File: config.mk
export PLATFORM = sky130hd
export DESIGN_NAME = utf7_stream_decoder_top
export DESIGN_NICKNAME = d
export VERILOG_FILES = /design/src/rtl/utf7sd_pkg.sv /design/src/rtl/utf7sd_step.sv /design/src/rtl/utf7_stream_decoder_top.sv
export SDC_FILE = /design/constraint.sdc
export NUM_CORES = 1
export LEC_CHECK = 0
export BUFFER_PORTS_ARGS = -buffer_cell sky130_fd_sc_hd__buf_4
export CAP_MARGIN = 10
export CORE_MARGIN = 2
export CORE_UTILIZATION = 45
export DETAILED_ROUTE_END_ITERATION = 8
export SKIP_LAST_GASP = 1
export SYNTH_ARGS = -nofsm -noshare
export SYNTH_HDL_FRONTEND = slang
export SYNTH_SLANG_ARGS = --single-unit
File: constraint.sdc
create_clock -name clk -period 5.6 [get_ports clk]
set_input_delay 1.12 -clock clk [delete_from_list [all_inputs] [get_ports clk]]
set_output_delay 1.12 -clock clk [all_outputs]
set_load 0.05 [all_outputs]
File: src/rtl/utf7sd_pkg.sv
// utf7sd_pkg: types, character constants and the base64 sextet lookup for the
// UTF-7 stream decoder. No dependencies.
package utf7sd_pkg;

	typedef enum logic [1:0] {
		MODE_DIRECT,
		MODE_PLUS,
		MODE_SHIFT,
		MODE_ERROR
	} mode_t;

	typedef enum logic [2:0] {
		ST_CHAR,
		ST_END,
		ST_NONASCII,
		ST_INCOMPLETE,
		ST_HIGH_NO_LOW,
		ST_LONE_LOW,
		ST_MALFORMED
	} status_t;

	localparam int unsigned BYTE_W   = 8;
	localparam int unsigned CP_W     = 21;
	localparam int unsigned UNIT_W   = 16;
	localparam int unsigned BUF_W    = 14;
	localparam int unsigned BCNT_W   = 4;
	localparam int unsigned SEXTET_W = 6;

	localparam logic [BYTE_W-1:0] CH_PLUS     = 8'h2B;
	localparam logic [BYTE_W-1:0] CH_MINUS    = 8'h2D;
	localparam logic [BYTE_W-1:0] ASCII_LIMIT = 8'h80;

	localparam logic [UNIT_W-1:0] HI_SURR_MIN = 16'hD800;
	localparam logic [UNIT_W-1:0] HI_SURR_MAX = 16'hDBFF;
	localparam logic [UNIT_W-1:0] LO_SURR_MIN = 16'hDC00;
	localparam logic [UNIT_W-1:0] LO_SURR_MAX = 16'hDFFF;
	localparam logic [CP_W-1:0]   SUPP_BASE   = 21'h10000;

	typedef struct packed {
		mode_t             mode;
		logic [BUF_W-1:0]  bit_buffer;
		logic [BCNT_W-1:0] bit_count;
		logic [1:0]        sextet_count;
		logic [UNIT_W-1:0] high_surrogate;
	} state_t;

	localparam state_t STATE_RESET = '{
		mode:           MODE_DIRECT,
		bit_buffer:     '0,
		bit_count:      '0,
		sextet_count:   '0,
		high_surrogate: '0
	};

	typedef struct packed {
		logic            valid;
		logic [CP_W-1:0] code_point;
		status_t         status;
	} result_t;

	typedef struct packed {
		logic                ok;
		logic [SEXTET_W-1:0] val;
	} sextet_t;

	function automatic sextet_t sextet_of(input logic [BYTE_W-1:0] b);
		sextet_t s;
		s.ok  = 1'b1;
		s.val = '0;
		if (b >= 8'h41 && b <= 8'h5A) begin
			s.val = SEXTET_W'(b - 8'h41);
		end else if (b >= 8'h61 && b <= 8'h7A) begin
			s.val = SEXTET_W'(b - 8'h61 + 8'd26);
		end else if (b >= 8'h30 && b <= 8'h39) begin
			s.val = SEXTET_W'(b - 8'h30 + 8'd52);
		end else if (b == CH_PLUS) begin
			s.val = 6'd62;
		end else if (b == 8'h2F) begin
			s.val = 6'd63;
		end else begin
			s.ok = 1'b0;
		end
		return s;
	endfunction

endpackage

File: src/rtl/utf7sd_step.sv
// utf7sd_step: next-state and result logic for one transaction of the decoder.
// Purely combinational; depends on utf7sd_pkg.
module utf7sd_step (
	input  utf7sd_pkg::state_t                      cur,
	input  logic [utf7sd_pkg::BYTE_W-1:0]           text_byte,
	input  logic                                    end_of_text,
	output utf7sd_pkg::state_t                      nxt,
	output utf7sd_pkg::result_t                     res
);

	utf7sd_pkg::sextet_t                  sx;
	utf7sd_pkg::state_t                   base;
	logic                                 run_bad;
	logic                                 cur_bad;
	logic [utf7sd_pkg::BUF_W+5:0]         acc;
	logic [utf7sd_pkg::BCNT_W:0]          cnt6;
	logic                                 full;
	logic [utf7sd_pkg::BCNT_W-1:0]        rem;
	logic [utf7sd_pkg::BUF_W+5:0]         acc_sh;
	logic [utf7sd_pkg::UNIT_W-1:0]        unit;
	logic [utf7sd_pkg::BUF_W-1:0]         mask;
	logic                                 shf_go;
	logic                                 dir_go;

	assign sx = utf7sd_pkg::sextet_of(text_byte);

	// a run opened from after-plus starts empty
	always_comb begin
		base = cur;
		if (cur.mode == utf7sd_pkg::MODE_PLUS) begin
			base.bit_buffer     = '0;
			base.bit_count      = '0;
			base.sextet_count   = '0;
			base.high_surrogate = '0;
		end
	end

	assign run_bad = (base.sextet_count < 2'd3) || (base.bit_count > 4'd4) ||
		((base.bit_count != '0) && (base.bit_buffer != '0)) ||
		(base.high_surrogate != '0);
	assign cur_bad = (cur.sextet_count < 2'd3) || (cur.bit_count > 4'd4) ||
		((cur.bit_count != '0) && (cur.bit_buffer != '0)) ||
		(cur.high_surrogate != '0);

	assign acc    = {base.bit_buffer, sx.val};
	assign cnt6   = {1'b0, base.bit_count} + 5'd6;
	assign full   = cnt6 >= 5'd16;
	assign rem    = utf7sd_pkg::BCNT_W'(cnt6 - 5'd16);
	assign acc_sh = acc >> rem;
	assign unit   = acc_sh[utf7sd_pkg::UNIT_W-1:0];
	assign mask   = (utf7sd_pkg::BUF_W'(1) << rem) - utf7sd_pkg::BUF_W'(1);

	always_comb begin
		nxt            = cur;
		res.valid      = 1'b0;
		res.code_point = '0;
		res.status     = utf7sd_pkg::ST_CHAR;
		shf_go         = 1'b0;
		dir_go         = 1'b0;
		if (end_of_text) begin
			nxt = utf7sd_pkg::STATE_RESET;
			unique case (cur.mode)
				utf7sd_pkg::MODE_DIRECT: begin
					res.valid  = 1'b1;
					res.status = utf7sd_pkg::ST_END;
				end
				utf7sd_pkg::MODE_PLUS: begin
					res.valid  = 1'b1;
					res.status = utf7sd_pkg::ST_INCOMPLETE;
				end
				utf7sd_pkg::MODE_SHIFT: begin
					res.valid  = 1'b1;
					res.status = cur_bad ? utf7sd_pkg::ST_MALFORMED : utf7sd_pkg::ST_END;
				end
				utf7sd_pkg::MODE_ERROR: begin
					res.valid = 1'b0;
				end
			endcase
		end else begin
			unique case (cur.mode)
				utf7sd_pkg::MODE_ERROR: begin
					res.valid = 1'b0;
				end
				utf7sd_pkg::MODE_DIRECT: begin
					dir_go = 1'b1;
				end
				utf7sd_pkg::MODE_PLUS: begin
					if (text_byte == utf7sd_pkg::CH_MINUS || text_byte == utf7sd_pkg::CH_PLUS) begin
						nxt.mode       = utf7sd_pkg::MODE_DIRECT;
						res.valid      = 1'b1;
						res.code_point = utf7sd_pkg::CP_W'(utf7sd_pkg::CH_PLUS);
					end else begin
						shf_go = 1'b1;
					end
				end
				utf7sd_pkg::MODE_SHIFT: begin
					shf_go = 1'b1;
				end
			endcase

			if (shf_go) begin
				nxt = base;
				if (!sx.ok) begin
					if (run_bad) begin
						nxt        = utf7sd_pkg::STATE_RESET;
						nxt.mode   = utf7sd_pkg::MODE_ERROR;
						res.valid  = 1'b1;
						res.status = utf7sd_pkg::ST_MALFORMED;
					end else begin
						nxt.bit_buffer   = '0;
						nxt.bit_count    = '0;
						nxt.sextet_count = '0;
						nxt.mode         = utf7sd_pkg::MODE_DIRECT;
						dir_go           = (text_byte != utf7sd_pkg::CH_MINUS);
					end
				end else begin
					nxt.mode = utf7sd_pkg::MODE_SHIFT;
					if (base.sextet_count < 2'd3) begin
						nxt.sextet_count = base.sextet_count + 2'd1;
					end
					if (full) begin
						nxt.bit_count  = rem;
						nxt.bit_buffer = acc[utf7sd_pkg::BUF_W-1:0] & mask;
						if (base.high_surrogate != '0) begin
							if (unit < utf7sd_pkg::LO_SURR_MIN || unit > utf7sd_pkg::LO_SURR_MAX) begin
								nxt        = utf7sd_pkg::STATE_RESET;
								nxt.mode   = utf7sd_pkg::MODE_ERROR;
								res.valid  = 1'b1;
								res.status = utf7sd_pkg::ST_HIGH_NO_LOW;
							end else begin
								nxt.high_surrogate = '0;
								res.valid          = 1'b1;
								res.code_point     = utf7sd_pkg::SUPP_BASE +
									utf7sd_pkg::CP_W'({base.high_surrogate[9:0], unit[9:0]});
							end
						end else if (unit >= utf7sd_pkg::HI_SURR_MIN &&
								unit <= utf7sd_pkg::HI_SURR_MAX) begin
							nxt.high_surrogate = unit;
						end else if (unit >= utf7sd_pkg::LO_SURR_MIN &&
								unit <= utf7sd_pkg::LO_SURR_MAX) begin
							nxt        = utf7sd_pkg::STATE_RESET;
							nxt.mode   = utf7sd_pkg::MODE_ERROR;
							res.valid  = 1'b1;
							res.status = utf7sd_pkg::ST_LONE_LOW;
						end else begin
							res.valid      = 1'b1;
							res.code_point = utf7sd_pkg::CP_W'(unit);
						end
					end else begin
						nxt.bit_count  = cnt6[utf7sd_pkg::BCNT_W-1:0];
						nxt.bit_buffer = acc[utf7sd_pkg::BUF_W-1:0];
					end
				end
			end

			if (dir_go) begin
				if (text_byte >= utf7sd_pkg::ASCII_LIMIT) begin
					nxt        = utf7sd_pkg::STATE_RESET;
					nxt.mode   = utf7sd_pkg::MODE_ERROR;
					res.valid  = 1'b1;
					res.status = utf7sd_pkg::ST_NONASCII;
				end else if (text_byte == utf7sd_pkg::CH_PLUS) begin
					nxt.mode = utf7sd_pkg::MODE_PLUS;
				end else begin
					nxt.mode       = utf7sd_pkg::MODE_DIRECT;
					res.valid      = 1'b1;
					res.code_point = utf7sd_pkg::CP_W'(text_byte);
				end
			end
		end
	end

endmodule

File: src/rtl/utf7_stream_decoder_top.sv
// UTF-7 stream decoder, one byte per transaction in, at most one code point or
// status per transaction out. Each accepted byte enters an input register, is
// decoded combinationally against the running state and lands in the output
// register. A new byte is taken every cycle while the output is not stalled.
// While a result waits on a stalled output, the input register holds its byte
// and in_stall is raised.
// Depends on utf7sd_pkg and utf7sd_step.
module utf7_stream_decoder_top (
	input  logic                              clk,
	input  logic                              arst_n,
	input  logic                              in_valid,
	output logic                              in_stall,
	input  logic [utf7sd_pkg::BYTE_W-1:0]     text_byte,
	input  logic                              end_of_text,
	output logic                              out_valid,
	input  logic                              out_stall,
	output logic [utf7sd_pkg::CP_W-1:0]       code_point,
	output logic [2:0]                        status
);

	logic                              valid_s1;
	logic [utf7sd_pkg::BYTE_W-1:0]     byte_s1;
	logic                              eot_s1;
	utf7sd_pkg::state_t                state_q;
	utf7sd_pkg::state_t                state_nxt;
	utf7sd_pkg::result_t               res;
	logic                              out_valid_q;
	logic [utf7sd_pkg::CP_W-1:0]       code_point_q;
	utf7sd_pkg::status_t               status_q;
	logic                              out_free;
	logic                              advance;

	assign out_free = !out_valid_q || !out_stall;
	assign advance  = valid_s1 && out_free;
	assign in_stall = valid_s1 && !out_free;

	utf7sd_step u_step (
		.cur         (state_q),
		.text_byte   (byte_s1),
		.end_of_text (eot_s1),
		.nxt         (state_nxt),
		.res         (res)
	);

	always_ff @(posedge clk or negedge arst_n) begin
		if (!arst_n) begin
			valid_s1    <= 1'b0;
			out_valid_q <= 1'b0;
			state_q     <= utf7sd_pkg::STATE_RESET;
		end else begin
			if (!in_stall) begin
				valid_s1 <= in_valid;
			end
			if (out_free) begin
				out_valid_q <= advance && res.valid;
			end
			if (advance) begin
				state_q <= state_nxt;
			end
		end
	end

	always_ff @(posedge clk) begin
		if (!in_stall && in_valid) begin
			byte_s1 <= text_byte;
			eot_s1  <= end_of_text;
		end
		if (advance && res.valid) begin
			code_point_q <= res.code_point;
			status_q     <= res.status;
		end
	end

	assign out_valid  = out_valid_q;
	assign code_point = code_point_q;
	assign status     = status_q;

endmodule

==> results by group, run 1 <==
GRT
  – Initial antenna violation count: 0
  – First-pass GRT wire length: around 29,000 um
  – Tot GR Track Use: between 20% and 30%
  – M2 GR Usage: 44.80%
  – Largest net degree at the start of global routing: between 40 and 50
  – Met3 Usage GRT: about 4.8%
  – Met1 GRT Util: 39.11%
  – Global route hottest layer: met2
  – Vias in the first global route: 5,199
  – Global route total overflow: 0

CTS
  – CTS tree: done
  – CTS Buffer Depth: 2
  – Setup Buffers After CTS: 0
  – Clock latency at the later pin of the worst-skew pair: 0.34 ns
  – TritonCTS sink count: 73
  – CTS Buf Count: 9
  – Htree depth: 3
  – # resized after CTS: 0
  – Hold_buf cts: 0
  – Clock-pin transition on the worst setup and hold timing paths: roughly 0.06 ns
  – Clock Tree Root: clkbuf_16

Die
  – Initial Util: a little under half
  – Die width: approximately 120 um
  – Die area: 0.01345 mm2
  – Die H: ~120 um
  – Core Footprint: 0.01211 mm2
  – Ports: 39
  – Rows: 40

Hold path
  – Worst Hold End: state_q[14]$_DFFE_PN0P_
  – WHS Path Cells: 1
  – HP Class: flop to flop
  – Hold Crit Start: state_q[14]$_DFFE_PN0P_

Power
  – Pleak: 2.456 nW
  – Tot Pwr: between 2 and 2.5 mW
  – Peak VDD IR: 0.1406 mV
  – Power Density: between 300 and 400 mW/mm2

STA
  – RSZ-0062 raised after global routing: no
  – Worst-Margin Slew: 0.8402 ns
  – Final worst setup slack: 0.9272 ns
  – Slew Viols, Final: 0
  – Min cycle time layout: about 4.7 ns
  – Final Hold Viols: 0
  – Clk_skew: 0.01118 ns
  – Final count of negative-setup-slack endpoints: 0
  – Setup TNS: 0 ns
  – Tcrit/Tclk final: 83.44%
  – Slew headroom: 43.61%
  – Max Clk Rate: 214.0 MHz

Critical path
  – CP Capture Type: flop
  – R2R depth: 13
  – Worst EP required: 5.67 ns
  – WS Path Type: flop to flop
  – CP delay by family, top: compound AO/OA/AOI/OAI gates
  – CP Cell Sequence: inv_1 -> ha_1 -> and2b_1 -> clkinv_1 -> ha_1 -> nand2_1 -> o32ai_1 -> nand2_1 -> or3_1 -> a21o_1 -> a221oi_2 -> a21boi_2 -> buf_4
  – Worst Path Arrival: 4.74 ns
  – Worst reg2reg path endpoint: code_point[12]$_SDFFCE_PP0P_
  – Slowest CP cell: ha_1
  – Worst-path maximum fanout: 24
  – CP Buf/Inv Count: 3
  – Crit start category: flop
  – Reg-to-reg setup timing slack: roughly 0.9 ns
  – Max incr delay on CP: 0.64 ns
  – FF-to-FF Start: state_q[37]$_DFFE_PN0P_

Synth
  – Distinct cells, synth: 82
  – #FFs+latches synth: 73
  – Syn Nets: 687
  – Dominant cell type by area after synthesis: dfrtp_1
  – Yosys warns: 0
  – Largest cells by area after synthesis: dfrtp_1, edfxtp_1, nand2_1, ha_1, o21ai_0
  – Number of synthesized flops with an enable pin: 33
  – Ys async rst share: 54.79%
  – Mean post-synth cell area: about 8.6 um2
  – Seq/Total Area, Yosys: 35.29%
  – Top-area cell type share of the netlist area: between 10% and 20%
  – Synth Instances: 656
  – Main flop type after synthesis: dfrtp_1
  – Cell Area, Synth: 0.005644 mm2

Detailed routing
  – Initial DRT Pass Iterations: 6
  – Initial DRC count: roughly 750
  – DR vias/cell: 6.512
  – Total number of vias: 5,548
  – Drt drc: 0
  – Routed length per instance: 21.63 um
  – Detailed Route WL: 18,430 um
  – Antenna violation net count after detailed routing: 0

Place
  – Placed Area: 0.006048 mm2
  – Final GP Congestion: 0.9674
  – Final HPWL DP: 13,840 um
  – PortBufs: 38
  – Post-Place Setup Slack: 1.072 ns

Layout
  – Post-layout util: 52.35%
  – Antenna diodes: 0
  – Final Net Count: 710
  – Share of layout cells above drive strength 1: about 14%
  – Post-route cell area: 0.006340 mm2
  – Layout fillers: 1,161
  – Growth of design area from synthesis to finish: 12.33%

Run
  – Maxcap violations: 0

Status
  – Status: finished clean
report_power, final:
part           internal [mW]  switching (mW)  leakage, nW  total (mW)
registers              0.652          0.0492        0.878       0.702
clock network          0.328           0.232        0.137       0.560
logic                  0.239           0.615         1.44       0.854
metrics by stage:
step           hold slack [ns]  instances
6_report                0.4817        852
5_1_grt                 0.5045        852
4_1_cts                 0.4819        852
3_5_place_dp            0.4683        836
3_3_place_gp            0.4626        836
2_1_floorplan           0.4501        656
sequential cells by signal, summed over array words and instances (netlist names):
register	count
byte_s1	8
code_point	21
eot_s1	1
out_valid	1
state_q	38
status	3
valid_s1	1
cell usage after synthesis, drive strengths merged (4+ instances only):
cell type / number
nor2: 53
and2: 11
ha: 18
inv: 23
nand4b: 4
nor2b: 11
o31ai: 15
o21ai: 49
o21a: 5
nor4: 11
a31oi: 10
mux2i: 16
mux4: 4
o22ai: 7
o2111ai: 4
dfrtp: 40
nand3: 27
and4: 5
xnor2: 4
buf: 14
nand4: 15
xor2: 5
mux2: 8
edfxtp: 33
a22o: 4
a21o: 7
clkbuf: 23
o211ai: 4
nand2: 77
nand2b: 9
and3: 9
a22oi: 7
a21boi: 5
nor3: 18
a21oi: 43
layer usage:
layer | vias to the layer above | wire (um)
li1 | 2521 | -
met1 | 2641 | 7699
met2 | 336 | 8500
met3 | 50 | 1603
met4 | 0 | 622
met5 | - | 0
worst register-to-register path, stage by stage, from the launching register on:
cell and delay, ns:
dfrtp_1 0.38, inv_1 0.09, ha_1 0.22, and2b_1 0.29, clkinv_1 0.27, ha_1 0.64
nand2_1 0.31, o32ai_1 0.58, nand2_1 0.17, or3_1 0.48, a21o_1 0.24, a221oi_2 0.36
a21boi_2 0.09, buf_4 0.27
kinds of logic after synthesis:
family / Yosys count / share of synthesized area, %
flops: 73 / 35.29
simple gates: 269 / 24.69
mux: 28 / 6.030
compound gates: 197 / 23.54
buf+inv: 61 / 4.744
xor+xnor: 9 / 1.530
fa+ha+maj: 19 / 4.168
final cells by class:
cell class | instances | area, um2 | area share, %
clock buffers | 11 | 254.0 | 4.006
clock inverters | 5 | 37.54 | 0.5921
inverters | 24 | 90.09 | 1.421
multi-input cells | 522 | 3388 | 53.44
flip-flops and latches | 73 | 1992 | 31.42
well taps | 168 | 210.2 | 3.316
repair buffers | 49 | 367.9 | 5.802
worst max path at each step:
stage | slack (ns) | from | end | cells after the start
5_1_grt | 0.73 | state_q[37]$_DFFE_PN0P_ | code_point[12]$_SDFFCE_PP0P_ | 15
3_5_place_dp | 1.07 | state_q[37]$_DFFE_PN0P_ | code_point[9]$_SDFFCE_PP0P_ | 14
3_3_place_gp | 1.14 | state_q[37]$_DFFE_PN0P_ | code_point[15]$_SDFFCE_PP0P_ | 14
4_1_cts | 1.05 | state_q[37]$_DFFE_PN0P_ | code_point[12]$_SDFFCE_PP0P_ | 14
2_1_floorplan | 1.07 | state_q[37]$_DFFE_PN0P_ | code_point[0]$_SDFFCE_PP0P_ | 15
6_report | 0.93 | state_q[37]$_DFFE_PN0P_ | code_point[12]$_SDFFCE_PP0P_ | 13
layout by cell type, fill, tap and decap left out, types with 7 or more instances in the layout:
master     instances
clkbuf_16         10
a22oi_1            7
nand4_1           14
nor4_1            10
ha_1              18
dfrtp_1           40
and3_1             9
inv_1             23
buf_4             49
a31oi_1            9
o31ai_1           13
mux2i_1           16
mux2_2             7
nor2_1            52
edfxtp_1          33
o22ai_1            7
nand3_1           27
nand2_1           77
a21o_1             7
nand2b_1           9
a21oi_1           40
o21ai_0           44
and2_1            11
nor2b_1           11
nor3_1            17
(Power assumes the default switching activity.)
==> run 2: changes to the inputs <==
==> constraint.sdc (replaced) <==
create_clock -name clk -period 4.1 [get_ports clk]
set_input_delay 0.82 -clock clk [delete_from_list [all_inputs] [get_ports clk]]
set_output_delay 0.82 -clock clk [all_outputs]
set_load 0.05 [all_outputs]
==> run 2 against run 1 <==
  * Count of clock-buffer cells in the layout is 1 lower
  * Non-clock buffer count is 26 higher
  * Worst hold slack worse by 0.030 ns
  * Core utilization is 2.0 points higher
  * Critical path type unchanged
  * Critical path depth stayed put
  * Combinational power is 48% higher
  * Routed wire length is 2.1% higher
  * Largest power group unchanged
  * Sequential share of layout area is 1.1 points lower
  * Clock skew is 0.0066 ns lower
  * Die area stayed put
  * Sequential cell count stayed put
==> results by group, run 2 (synthesis results as in run 1) <==
Status
  – Status: finished clean (unchanged)

Power
  – Tot Pwr: 2.982 mW (was 2.116 mW)
  – Switching power: 1.245 mW (was 896.0 uW)
  – Sequential power share: 31.9% (was 33.2%)
  – Clock Power Share: 26.0% (was 26.5%)
  – Sw Share: 41.75% (was 42.35%)
  – Power Density: 453.4 mW/mm2 (was 333.7 mW/mm2)
  – Pleak: 2.596 nW (was 2.456 nW)
  – Internal power: 1.737 mW (was 1.220 mW)
  – Peak VDD IR: 0.1992 mV (was 0.1406 mV)
  – Gate power share: 42.1% (was 40.4%)

Critical path
  – CP Capture Type: flop (unchanged)
  – Worst EP required: 4.15 ns (was 5.67 ns)
  – Crit start category: flop (unchanged)
  – Worst Path Arrival: 3.99 ns (was 4.74 ns)
  – Worst-path maximum fanout: 12 (was 24)
  – WS Path Type: flop to flop (unchanged)

GRT
  – Largest net degree at the start of global routing: 41 (unchanged)
  – Vias in the first global route: 5,272 (was 5,199)
  – Initial antenna violation count: 0 (unchanged)
  – First-pass GRT wire length: 29,490 um (was 28,910 um)
  – Tot GR Track Use: 28.91% (was 28.42%)
  – Global route total overflow: 0 (unchanged)

Layout
  – Antenna diodes: 0 (unchanged)
  – Layout fillers: 1,128 (was 1,161)
  – Growth of design area from synthesis to finish: 16.52% (was 12.33%)
  – Share of layout cells above drive strength 1: 17.16% (was 14.04%)
  – Commonest non-fill, non-tap cells in the layout: nand2_1, buf_4, nor2_1, o21ai_0 (was nand2_1, nor2_1, buf_4, o21ai_0)
  – Largest register FFs: 38 (unchanged)
  – Final Net Count: 737 (was 710)
  – Commonest non-fill, non-tap cell in the layout: nand2_1 (unchanged)
  – Post-layout util: 54.30% (was 52.35%)
  – Biggest register: state_q (unchanged)

CTS
  – Setup Buffers After CTS: 0 (unchanged)
  – CTS Buf Count: 9 (unchanged)
  – CTS tree: done (unchanged)
  – Clock Tree Root: clkbuf_16 (unchanged)
  – TritonCTS sink count: 73 (unchanged)
  – CTS Buffer Depth: 2 (unchanged)
  – Clock-pin transition on the worst setup and hold timing paths: 0.06 ns (about the same)
  – Clock latency at the later pin of the worst-skew pair: 0.35 ns (was 0.34 ns)
  – Htree depth: 3 (unchanged)

Detailed routing
  – DR vias/cell: 6.369 (was 6.512)
  – Initial DRT Pass Iterations: 6 (unchanged)
  – Routed length per instance: 21.41 um (was 21.63 um)
  – Antenna violation net count after detailed routing: 0 (unchanged)
  – Drt drc: 0 (unchanged)
  – Initial DRC count: 582 (was 746)
  – Detailed Route WL: 18,820 um (was 18,430 um)
  – Total number of vias: 5,598 (was 5,548)

Die
  – Die area: 0.01345 mm2 (unchanged)
  – Die H: 116.0 um (unchanged)
  – Initial Util: 46.60% (unchanged)
  – Ports: 39 (unchanged)
  – Core Footprint: 0.01211 mm2 (unchanged)
  – Die width: 116.0 um (unchanged)
  – Rows: 40 (unchanged)

Place
  – Final HPWL DP: 14,100 um (was 13,840 um)
  – PortBufs: 38 (unchanged)
  – Final GP Congestion: 0.9957 (was 0.9674)

STA
  – Final count of negative-setup-slack endpoints: 0 (unchanged)
  – Min cycle time layout: 3.942 ns (was 4.673 ns)
  – Final Hold Viols: 0 (unchanged)
  – Clk_skew: 0.004544 ns (was 0.01118 ns)
  – Worst-Margin Slew: 0.7996 ns (was 0.8402 ns)
  – Setup TNS: 0 ns (unchanged)
  – Slew headroom: 46.34% (was 43.61%)
  – Slew Viols, Final: 0 (unchanged)
  – Tcrit/Tclk final: 96.15% (was 83.44%)
  – Max Clk Rate: 253.7 MHz (was 214.0 MHz)

Hold path
  – HP Class: input pin to asynchronous set/reset pin (was flop to flop)

Run
  – Maxcap violations: 0 (unchanged)
[run 2: stage by stage]
step / cell area (um2) / worst slack [ns] / std cells / hold WS [ns]
CTS: 6539 / 0.1371 / 878 / 0.4699
floorplan: 5655 / 0.01983 / 656 / 0.4501
finish: 6576 / 0.1577 / 879 / 0.4515
global route: 6576 / -0.03031 / 879 / 0.4924
detailed placement: 6251 / 0.1496 / 862 / 0.4713
global placement: 6251 / 0.2703 / 862 / 0.4621
[run 2: power groups by stage]
| stage | Sequential [mW] | Clock, mW | Combinational [mW] |
|---|---|---|---|
| 2_1_floorplan | 1.22 | 0 | 0.555 |
| 3_3_place_gp | 0.962 | 0 | 1.20 |
| 3_5_place_dp | 0.965 | 0 | 1.20 |
| 4_1_cts | 0.953 | 0.784 | 1.21 |
| 5_1_grt | 0.964 | 0.819 | 1.33 |
| 6_report | 0.951 | 0.775 | 1.26 |
[run 2: repair_timing]
item	in CTS	in global routing
gates resized for setup	0	3
hold buffers	0	0
setup endpoints to repair	0	24
[run 2: final timing paths]
check                      slack (ns)                           to                    start  depth (start not counted)
max in group asynchronous        3.26      state_q[37]$_DFFE_PN0P_                   arst_n                          1
setup reg to reg                 0.16  code_point[4]$_SDFFCE_PP0P_  state_q[37]$_DFFE_PN0P_                         13
hold reg to reg                  0.48      state_q[15]$_DFFE_PN0P_  state_q[15]$_DFFE_PN0P_                          1
setup / recovery                 0.16  code_point[4]$_SDFFCE_PP0P_  state_q[37]$_DFFE_PN0P_                         13
hold / removal                   0.45      state_q[32]$_DFFE_PN0P_                   arst_n                          1
min in group clk                 0.48      state_q[15]$_DFFE_PN0P_  state_q[15]$_DFFE_PN0P_                          1
[run 2: metal layers]
metal | GRT usage, % | part of all wire [%] | vias to the layer above
met4 | 9.841 | 2.9 | 0
li1 | - | - | 2565
met2 | 46.98 | 47 | 256
met1 | 39.19 | 43 | 2740
met5 | 0 | 0 | -
met3 | 4.916 | 7.0 | 37
[run 2: worst max-delay path, stage by stage (launching register included)]
cell and delay [ns]:
dfrtp_1 0.41, inv_1 0.10, ha_1 0.24, and2b_1 0.24, clkinv_1 0.08, ha_1 0.31
inv_1 0.10, mux4_2 0.54, a21oi_2 0.21, nand3_1 0.11, or3_1 0.43, a21o_1 0.22
a221oi_4 0.43, a21boi_4 0.23
[run 2: final cells by class]
type	instances	area [um2]	area share (%)
multi-input cells	523	3433	52.21
flip-flops and latches	73	1992	30.29
repair buffers	75	563.0	8.562
clock buffers	10	229.0	3.482
well taps	168	210.2	3.196
inverters	24	90.09	1.370
clock inverters	6	58.81	0.8942
